## src/design/rgbm_enc_pkg.sv

```systemverilog
`timescale 1ns / 1ps
// ----------------------------------------------------------------------------
// rgbm_enc_pkg
// Constants shared by the RGBM pixel encoder: default fixed-point format,
// scale factors for range 6, and the rounding mode codes.
// ----------------------------------------------------------------------------
package rgbm_enc_pkg;

  // Default component format, unsigned Q8.20
  localparam int FRACTION_BITS_DEF = 20;
  localparam int INTEGER_BITS_DEF  = 8;

  // a8 = max * 255 / 6 = (max * 85) >> (FRACTION_BITS + 1)
  localparam int RANGE_SCALE   = 85;
  localparam int RANGE_SCALE_W = 7;

  // colour ratio c * 85 / (2*a8+1) scaled by 255 gives c * 21675 / D
  localparam int COLOUR_SCALE   = 21675;
  localparam int COLOUR_SCALE_W = 15;

  // floor on the largest component, in LSB
  localparam int MIN_COMPONENT = 2;

  // result bytes
  localparam int BYTE_W   = 8;
  localparam int BYTE_MAX = 255;

  // round_mode register codes
  localparam logic ROUND_TRUNC   = 1'b0;
  localparam logic ROUND_HALF_UP = 1'b1;

endpackage

```

## src/design/rgbm_hdr_pixel_encode.sv

```systemverilog
`timescale 1ns / 1ps
// ----------------------------------------------------------------------------
// rgbm_hdr_pixel_encode
// Pipelined RGBM (range 6) encoder for one HDR pixel per beat.
//
//   channel   | dir | handshake                     | payload
//   ----------+-----+-------------------------------+-------------------------
//   s_axis    | in  | s_axis_tvalid / s_axis_tready | red_in, green_in, blue_in
//   m_axis    | out | m_axis_tvalid / m_axis_tready | alpha, red, green, blue
//   cfg       | in  | cfg_we (no wait)              | round_mode
//
// One pixel enters per cycle while s_axis_tready is high. Its stages are max
// search, four constant multipliers, numerator add with saturation compare,
// then one stage per quotient bit of an 8-stage restoring divider.
// Each stage holds its beat while the next one is full and stalled, so
// bubbles are squeezed out and nothing is lost or repeated under back-pressure.
// Synchronous reset clears the stage valid bits and round_mode only.
// ----------------------------------------------------------------------------
module rgbm_hdr_pixel_encode #(
  parameter int FRACTION_BITS = rgbm_enc_pkg::FRACTION_BITS_DEF,
  parameter int INTEGER_BITS  = rgbm_enc_pkg::INTEGER_BITS_DEF
) (
  input  logic clk,
  input  logic rst,

  // round_mode register
  input  logic cfg_we,
  input  logic cfg_wdata,

  // input pixel stream
  input  logic s_axis_tvalid,
  output logic s_axis_tready,
  // bits from LSB: red_in, green_in, blue_in, zero padding to whole bytes
  input  logic [((3*(INTEGER_BITS+FRACTION_BITS)+7)/8)*8-1:0] s_axis_tdata,

  // encoded pixel stream
  output logic        m_axis_tvalid,
  input  logic        m_axis_tready,
  // bits from LSB: alpha_byte, red_byte, green_byte, blue_byte
  output logic [31:0] m_axis_tdata
);

  import rgbm_enc_pkg::*;

  localparam int CW    = INTEGER_BITS + FRACTION_BITS;  // component width
  localparam int AW    = INTEGER_BITS + 6;              // a8 width (unclamped)
  localparam int DW    = AW + 1;                        // divisor 2*a8+1
  localparam int PW    = CW + COLOUR_SCALE_W;           // c * 21675
  localparam int NW    = INTEGER_BITS + 16;             // numerator >> FRACTION_BITS
  localparam int QB    = BYTE_W;                        // quotient bits
  localparam int NSTG  = 3 + QB;                        // pipeline depth

  // stage index: 0 max, 1 multiply, 2 numerator, 3 + j divider stage j (j = 0 .. QB-1)
  logic [NSTG-1:0] stage_valid;
  logic [NSTG-1:0] stage_en;

  logic round_mode;

  // ---------------------------------------------------------------------------
  // Configuration
  // ---------------------------------------------------------------------------
  always_ff @(posedge clk) begin
    if (rst) begin
      round_mode <= ROUND_TRUNC;
    end else if (cfg_we) begin
      round_mode <= cfg_wdata;
    end
  end

  // ---------------------------------------------------------------------------
  // Stage flow control: a stage loads when it is empty or its beat moves on
  // ---------------------------------------------------------------------------
  always_comb begin
    stage_en[NSTG-1] = !stage_valid[NSTG-1] || m_axis_tready;
    for (int k = NSTG - 2; k >= 0; k--) begin
      stage_en[k] = !stage_valid[k] || stage_en[k+1];
    end
  end

  assign s_axis_tready = stage_en[0];

  always_ff @(posedge clk) begin
    if (rst) begin
      stage_valid <= '0;
    end else begin
      if (stage_en[0]) begin
        stage_valid[0] <= s_axis_tvalid;
      end
      for (int k = 1; k < NSTG; k++) begin
        if (stage_en[k]) begin
          stage_valid[k] <= stage_valid[k-1];
        end
      end
    end
  end

  // ---------------------------------------------------------------------------
  // Stage 1: unpack, largest component floored at the minimum
  // ---------------------------------------------------------------------------
  logic [2:0][CW-1:0] comp_in;
  logic [CW-1:0]      max_rg;
  logic [CW-1:0]      max_rgb;
  logic [CW-1:0]      max_floor;

  always_comb begin
    for (int k = 0; k < 3; k++) begin
      comp_in[k] = s_axis_tdata[k*CW +: CW];
    end
    max_rg    = (comp_in[1] > comp_in[0]) ? comp_in[1] : comp_in[0];
    max_rgb   = (comp_in[2] > max_rg) ? comp_in[2] : max_rg;
    max_floor = (max_rgb < CW'(MIN_COMPONENT)) ? CW'(MIN_COMPONENT) : max_rgb;
  end

  logic [2:0][CW-1:0] s1_comp;
  logic [CW-1:0]      s1_max;

  always_ff @(posedge clk) begin
    if (stage_en[0]) begin
      s1_comp <= comp_in;
      s1_max  <= max_floor;
    end
  end

  // ---------------------------------------------------------------------------
  // Stage 2: a8 from the maximum, colour numerators c * 21675
  // ---------------------------------------------------------------------------
  logic [CW+RANGE_SCALE_W-1:0] max_scaled;
  logic [2:0][PW-1:0]          colour_prod;

  always_comb begin
    max_scaled = {{RANGE_SCALE_W{1'b0}}, s1_max} * (CW+RANGE_SCALE_W)'(RANGE_SCALE);
    for (int k = 0; k < 3; k++) begin
      colour_prod[k] = {{COLOUR_SCALE_W{1'b0}}, s1_comp[k]} * PW'(COLOUR_SCALE);
    end
  end

  logic [AW-1:0]      s2_a8;
  logic [2:0][PW-1:0] s2_prod;

  always_ff @(posedge clk) begin
    if (stage_en[1]) begin
      s2_a8   <= max_scaled[CW+RANGE_SCALE_W-1 -: AW];
      s2_prod <= colour_prod;
    end
  end

  // ---------------------------------------------------------------------------
  // Stage 3: rounding term, drop the fraction, saturation test, alpha byte
  // ---------------------------------------------------------------------------
  typedef struct packed {
    logic [2:0][NW-1:0]     rem;
    logic [2:0][QB-1:0]     quo;
    logic [2:0]             sat;
    logic [DW-1:0]          dvs;
    logic [BYTE_W-1:0]      alpha;
  } div_stage_t;

  logic [DW-1:0]        divisor;
  logic [PW:0]          round_term;
  logic [2:0][PW:0]     numer_sum;
  logic [NW-1:0]        sat_bound;
  logic [BYTE_W-1:0]    alpha_byte;
  div_stage_t           div_in;

  always_comb begin
    divisor    = {s2_a8, 1'b1};
    // half a divisor, so the truncating divide rounds half up
    round_term = (round_mode == ROUND_HALF_UP) ?
                 ({{(PW+1-DW){1'b0}}, divisor} << (FRACTION_BITS - 1)) : '0;
    sat_bound  = NW'({divisor, {QB{1'b0}}});

    if (s2_a8 >= AW'(BYTE_MAX)) begin
      alpha_byte = BYTE_W'(BYTE_MAX);
    end else if (round_mode == ROUND_HALF_UP) begin
      alpha_byte = s2_a8[BYTE_W-1:0] + BYTE_W'(1);
    end else begin
      alpha_byte = s2_a8[BYTE_W-1:0];
    end

    div_in.dvs   = divisor;
    div_in.alpha = alpha_byte;
    for (int k = 0; k < 3; k++) begin
      numer_sum[k]  = {1'b0, s2_prod[k]} + round_term;
      div_in.rem[k] = numer_sum[k][PW -: NW];
      // quotient of 256 or more clips to 255
      div_in.sat[k] = div_in.rem[k] >= sat_bound;
      div_in.quo[k] = '0;
    end
  end

  div_stage_t div_q [QB+1];

  always_ff @(posedge clk) begin
    if (stage_en[2]) begin
      div_q[0] <= div_in;
    end
  end

  // ---------------------------------------------------------------------------
  // Restoring divider, one quotient bit per stage, MSB first
  // ---------------------------------------------------------------------------
  for (genvar j = 0; j < QB; j++) begin : g_div
    localparam int BIT = QB - 1 - j;

    logic [NW-1:0] trial;
    div_stage_t    div_next;

    always_comb begin
      trial    = NW'(div_q[j].dvs) << BIT;
      div_next = div_q[j];
      for (int k = 0; k < 3; k++) begin
        if (div_q[j].rem[k] >= trial) begin
          div_next.rem[k]      = div_q[j].rem[k] - trial;
          div_next.quo[k][BIT] = 1'b1;
        end
      end
    end

    always_ff @(posedge clk) begin
      if (stage_en[3+j]) begin
        div_q[j+1] <= div_next;
      end
    end
  end

  // ---------------------------------------------------------------------------
  // Output: last divider stage is the output register
  // ---------------------------------------------------------------------------
  logic [2:0][BYTE_W-1:0] colour_byte;

  always_comb begin
    for (int k = 0; k < 3; k++) begin
      colour_byte[k] = div_q[QB].sat[k] ? BYTE_W'(BYTE_MAX) : div_q[QB].quo[k];
    end
  end

  assign m_axis_tvalid = stage_valid[NSTG-1];
  assign m_axis_tdata  = {colour_byte[2], colour_byte[1], colour_byte[0],
                          div_q[QB].alpha};

  // ---------------------------------------------------------------------------
  // Assertions
  // ---------------------------------------------------------------------------
  // Input back-pressure only when every stage is full and the output is held
  a_full_stall: assert property (@(posedge clk) disable iff (rst)
    !s_axis_tready |-> (stage_valid == {NSTG{1'b1}}) && !m_axis_tready)
    else $error("input stalled while the pipeline has a bubble");

  // A finished, unsaturated quotient leaves a remainder below the divisor
  a_div_rem: assert property (@(posedge clk) disable iff (rst)
    stage_valid[NSTG-1] |->
      (div_q[QB].sat[0] || (div_q[QB].rem[0] < NW'(div_q[QB].dvs))) &&
      (div_q[QB].sat[1] || (div_q[QB].rem[1] < NW'(div_q[QB].dvs))) &&
      (div_q[QB].sat[2] || (div_q[QB].rem[2] < NW'(div_q[QB].dvs))))
    else $error("divider remainder not below divisor");

  // Reset empties every stage
  a_reset_empty: assert property (@(posedge clk)
    $past(rst) |-> (stage_valid == '0))
    else $error("stage valid set after reset");

endmodule

```

## config.mk

```make
export PLATFORM = sky130hd
export DESIGN_NAME = rgbm_hdr_pixel_encode
export DESIGN_NICKNAME = d
export VERILOG_FILES = /design/src/design/rgbm_enc_pkg.sv /design/src/design/rgbm_hdr_pixel_encode.sv
export SDC_FILE = /design/constraint.sdc
export NUM_CORES = 2
export LEC_CHECK = 0
export BUFFER_PORTS_ARGS = -buffer_cell sky130_fd_sc_hd__buf_4
export CAP_MARGIN = 25
export CORE_AREA = 2 2 382 384
export DETAILED_ROUTE_END_ITERATION = 12
export DIE_AREA = 0 0 384 386
export GPL_TIMING_DRIVEN = 0
export PLACE_DENSITY = 0.82
export SLEW_MARGIN = 20
export SYNTH_ARGS = -nofsm -noshare
export SYNTH_HDL_FRONTEND = slang
export SYNTH_SLANG_ARGS = --single-unit
```

## constraint.sdc

```tcl
create_clock -name clk -period 17.12 [get_ports clk]
set_input_delay 0 -clock clk [delete_from_list [all_inputs] [get_ports clk]]
set_output_delay 0 -clock clk [all_outputs]
set_load 0.05 [all_outputs]
```

* Word-level counts from Yosys, hierarchy flattened
Memories as Yosys holds them, arrays and structs flattened.
Index checks and enable logic that the tools add are counted.
W data, S select, Z words.
** Word-level totals
- Bits in registers :: 267
- Bits in writable memories :: 1098
- Input bits :: 94
- Output and inout bits :: 34
- Logic and storage cells :: 180
- Memories :: 1
** Memory list
- div_q :: depth 9, width 122, read ports 9, clocked after Yosys merged registers in 0, wr ports 9, RTL line rgbm_hdr_pixel_encode.sv:191 : div_stage_t div_q [QB+1];
** Cells by class
- Add/sub/neg operators :: 28
- Multipliers :: 4
- Order comparisons :: 31
- Mux-type cells :: 74
- Reduce and logical (&&, ||, !) cells :: 22
** Operators by type and width (count)
- $mux W24 :: 24
- $add A43 B34 Y44 :: 3
- $mul A28 B15 Y43 const B :: 3
- $ge A24 B15 Y1 :: 3
- $ge A24 B16 Y1 :: 3
- $ge A24 B17 Y1 :: 3
- $ge A24 B18 Y1 :: 3
- $ge A24 B19 Y1 :: 3
- $ge A24 B20 Y1 :: 3
- $ge A24 B21 Y1 :: 3
- $ge A24 B22 Y1 :: 3
- $ge A24 B23 Y1 :: 3
- $sub A24 B15 Y24 :: 3
- $sub A24 B16 Y24 :: 3
- $sub A24 B17 Y24 :: 3
- $sub A24 B18 Y24 :: 3
- $sub A24 B19 Y24 :: 3
- $sub A24 B20 Y24 :: 3
- $sub A24 B21 Y24 :: 3
- $sub A24 B22 Y24 :: 3
- $gt A28 B28 Y1 :: 2
- $mux W28 :: 2
- $mux W1 :: 42
- $mux W8 :: 5
- 7 further kinds :: 27

* Logic depth before layout (Yosys ltp)
- Depth after elaboration :: 12
- Depth in mapped cells :: 22
- Gate-level depth less buffers :: 21

* Worst setup path before layout
No wires, ideal clock.
- Kind :: register to register
- Start point :: register stage_valid[10]
- End point :: register s1_comp[0] (netlist name) (enable)
- Setup time :: 1696 ps
- Data arrival time :: 9026 ps
- Data required time :: 15424 ps
- Setup slack :: 6398 ps
- Cell stages (with the launch flop) :: 7
- Buffers on the path :: 0
- Period minus slack after synthesis :: 10722 ps
- Cells stage by stage :: dfxtp_1 -> nor2b_1 -> inv_1 -> nor2_1 -> nand3_1 -> nor2_1 -> nand4_1
** On the way
- Word-level cells in the longest chain between the ends :: 12
** RTL lines
- start: declaration :: RTL line rgbm_hdr_pixel_encode.sv:54 : logic [NSTG-1:0] stage_valid;
- start signal: indexed assignment :: RTL line rgbm_hdr_pixel_encode.sv:91 : stage_valid[k] <= stage_valid[k-1];
- $logic_not A1 Y1 :: RTL line rgbm_hdr_pixel_encode.sv:74 : stage_en[NSTG-1] = !stage_valid[NSTG-1] || m_axis_tready;
- $logic_or A1 B1 Y1 :: RTL line rgbm_hdr_pixel_encode.sv:74
- net stage_en[10] :: RTL line rgbm_hdr_pixel_encode.sv:55 : logic [NSTG-1:0] stage_en;
- $logic_or A1 B1 Y1 (6 in a row) :: RTL line rgbm_hdr_pixel_encode.sv:76 : stage_en[k] = !stage_valid[k] || stage_en[k+1];
- net stage_en[4] :: RTL line rgbm_hdr_pixel_encode.sv:55
- $logic_or A1 B1 Y1 (4 in a row) :: RTL line rgbm_hdr_pixel_encode.sv:76
- net s_axis_tready :: RTL line rgbm_hdr_pixel_encode.sv:32 : output logic s_axis_tready,
- end signal: assignment :: RTL line rgbm_hdr_pixel_encode.sv:119 : s1_comp <= comp_in;
- end: declaration :: RTL line rgbm_hdr_pixel_encode.sv:114 : logic [2:0][CW-1:0] s1_comp;
The timed path passes the listed nets, and every way through them passes these cells.
A chain may end at the register's enable or synchronous reset.

==> impl_metrics.env <==
export IMPL_cp_max_fo=6
export IMPL_hpwl_um=165500
export IMPL_cpPeakStageDelay_ns=0.55
export IMPL_fp_dieW_um=384
export IMPL_worstSkewPairLatency_ns=0.79
export IMPL_final_antenna_net_count=0
export IMPL_cts_tree="done"
export IMPL_synth_cells=7457
export IMPL_postCtsSetupBuffers=0
export IMPL_vias=55904
export IMPL_grt_max_degree=88
export IMPL_overflow=0
export IMPL_drv_slew=0
export IMPL_htreeDepth=3
export IMPL_finalSetupTns_ns=0
export IMPL_ys_types=102
export IMPL_ys_top_cells_by_area="edfxtp_1 39%, ha_1 16%, fa_1 12%, inv_1 5.2%, xnor2_1 3.3%"
export IMPL_syn_num_nets=9132
export IMPL_startpoint="s1_comp[65]"
export IMPL_worstPathCellList="ha_1, inv_1, fa_1, inv_1, fa_1, fa_1, fa_1, fa_1, ha_1, nand2_1, nor2_1, o211ai_1, o2111a_1, nor3_1, a211o_1, a21oi_1, o21a_1, o311ai_0"
export IMPL_arrival_ns=7.10
export IMPL_reg2reg_slack_ns=10.53
export IMPL_antenna_found_initial=1
export IMPL_worst_ep_required_time_ns=17.63
export IMPL_async_reset_ff_share_pct=0
export IMPL_rsz0062_at_grt="false"
export IMPL_numCtsBuffers=117
export IMPL_wirelength_um=205200
export IMPL_crit_type="reg2reg"
export IMPL_drive_gt1_share_pct=6.672
export IMPL_clk_transition_reported_paths_ns=0.06
export IMPL_synth_flop_cell="edfxtp_1"
export IMPL_skew_ns=0.08807
export IMPL_maxCapViolations=0
export IMPL_io_pins=128
export IMPL_core_um2=144500
export IMPL_setup_violations=0
export IMPL_syn_area_um2=83280
export IMPL_final_area_um2=92300
export IMPL_maxSlewHeadroom_pct=39.97
export IMPL_cpMaxStageDelayCell="edfxtp_1"
export IMPL_layout_commonest_cell="inv_1"
export IMPL_r2r_start="s1_comp[65]"
export IMPL_die_y_um=386
export IMPL_final_util_pct=63.87
export IMPL_yosysSeqAreaShare_pct=39.70
export IMPL_dieArea_um2=148200
export IMPL_synth_enable_flop_cells=1093
export IMPL_endpoint_kind="register"
export IMPL_cts_resized=0
export IMPL_layout_common_cells="1141 x inv_1, 1093 x edfxtp_1, 1092 x ha_1"
export IMPL_drt_first_iter_violations=3428
export IMPL_min_period_over_period_pct=38.52
export IMPL_via_per_inst=5.676
export IMPL_place_area_um2=87060
export IMPL_grt_pass1_vias=58558
export IMPL_syn_to_final_growth_pct=10.84
export IMPL_tightest_slew_ns=0.8879
export IMPL_drc=0
export IMPL_cts_buffer_depth=3
export IMPL_avgRoutedWirePerCell_um=20.83
export IMPL_place_congestion=0.9667
export IMPL_nets=9506
export IMPL_synth_seq_cells=1105
export IMPL_status="completed"
export IMPL_syn_avg_cell_area_um2=11.17
export IMPL_hold_viol_final=0
export IMPL_start_util_pct=57.63
export IMPL_crit_family="adder cells"
export IMPL_drt_first_pass_iters=5
export IMPL_ys_warnings_count=0
export IMPL_holdBufCountCts=113
export IMPL_row_count=140
export IMPL_crit_top_cell="fa_1"
export IMPL_numPortBuffers=123
export IMPL_grt_use_total_pct=28.11
export IMPL_cp_start_kind="register"
export IMPL_yosysTopAreaCell="edfxtp_1"
export IMPL_grt_pass1_wl_um=321200
export IMPL_clock_root_buffer="clkbuf_16"
export IMPL_layout_min_cycle_time_ns=6.595
export IMPL_worst_path_buf_inv=2
export IMPL_max_freq_mhz=151.6
export IMPL_hold_class="in2reg"
export IMPL_synth_top_area_share_pct=39.41
export IMPL_worstHoldStart="s_axis_tdata[56]"
export IMPL_clock_sinks=1105
cell families (layout without fill, tap and decap cells):
group	after synthesis	in the layout	share of synthesized area, %
flip-flops	1105	1105	39.70
buffers and inverters	1235	1707	5.646
AND/OR/NAND/NOR	1555	1555	9.280
XOR/XNOR	490	490	5.153
AO/OA/AOI/OAI	1376	1376	10.53
multiplexers	115	115	1.534
adder cells (fa/ha/maj)	1581	1581	28.16
other	0	3	0
per-stage QoR:
step           hold WS (ns)  setup slack [ns]  std cells
2_1_floorplan       0.06907             6.398       7457
3_3_place_gp         0.1823             3.471       9497
3_5_place_dp         0.1859             10.65       9516
4_1_cts           0.0001304             10.60       9846
5_1_grt            0.009229             10.26       9846
6_report            0.04921             10.53       9849
synth_stat cells (50+ instances only):
| library cell | instances |
|---|---|
| o21bai_1 | 58 |
| nand2b_1 | 62 |
| a21o_1 | 170 |
| and3_1 | 54 |
| ha_1 | 1092 |
| xnor2_1 | 310 |
| inv_1 | 1145 |
| o21ai_1 | 61 |
| nand3_1 | 113 |
| mux2_2 | 66 |
| nor4_1 | 60 |
| nand2_1 | 331 |
| fa_1 | 489 |
| clkbuf_1 | 51 |
| edfxtp_1 | 1093 |
| nor2_1 | 447 |
| nor2b_1 | 50 |
| xor2_1 | 180 |
| nor3_1 | 137 |
| a21oi_1 | 482 |
| nand4_1 | 72 |
| o21ai_0 | 226 |
final timing paths:
check,endpoint,cells past startpoint
max,s2_prod[126],18
min,s1_comp[56],2
min reg2reg,div_q[5][5],0
max reg2reg,s2_prod[126],18
routing by layer:
metal | global-route usage (%) | share of wire (%) | up-vias
met3 | 2.952 | 3.6 | 546
met4 | 17.20 | 7.1 | 0
met1 | 30.44 | 37 | 26672
met5 | 0 | 0 | -
met2 | 52.50 | 52 | 1576
li1 | - | - | 27110
registers in the layout, indices dropped and copies added (netlist names):
register	cells
round_mode	1
stage_valid	11
s2_a8	14
s1_comp	84
s2_prod	72
div_q	895
s1_max	28
layout make-up:
class | count | area [um2]
Fill cell | 10867 | 52210
Tap cell | 1917 | 2399
Sequential cell | 1105 | 33060
Inverter | 1151 | 4333
Multi-Input combinational cell | 5117 | 45580
Timing Repair Buffer | 255 | 2444
Clock inverter | 86 | 1100
Clock buffer | 131 | 3000
Buffer | 84 | 381.6
Antenna cell | 3 | 7.507
Power is left out: the tool's default activity adds up to more than one toggle a clock period on the data nets, which glitch-free logic cannot reach.
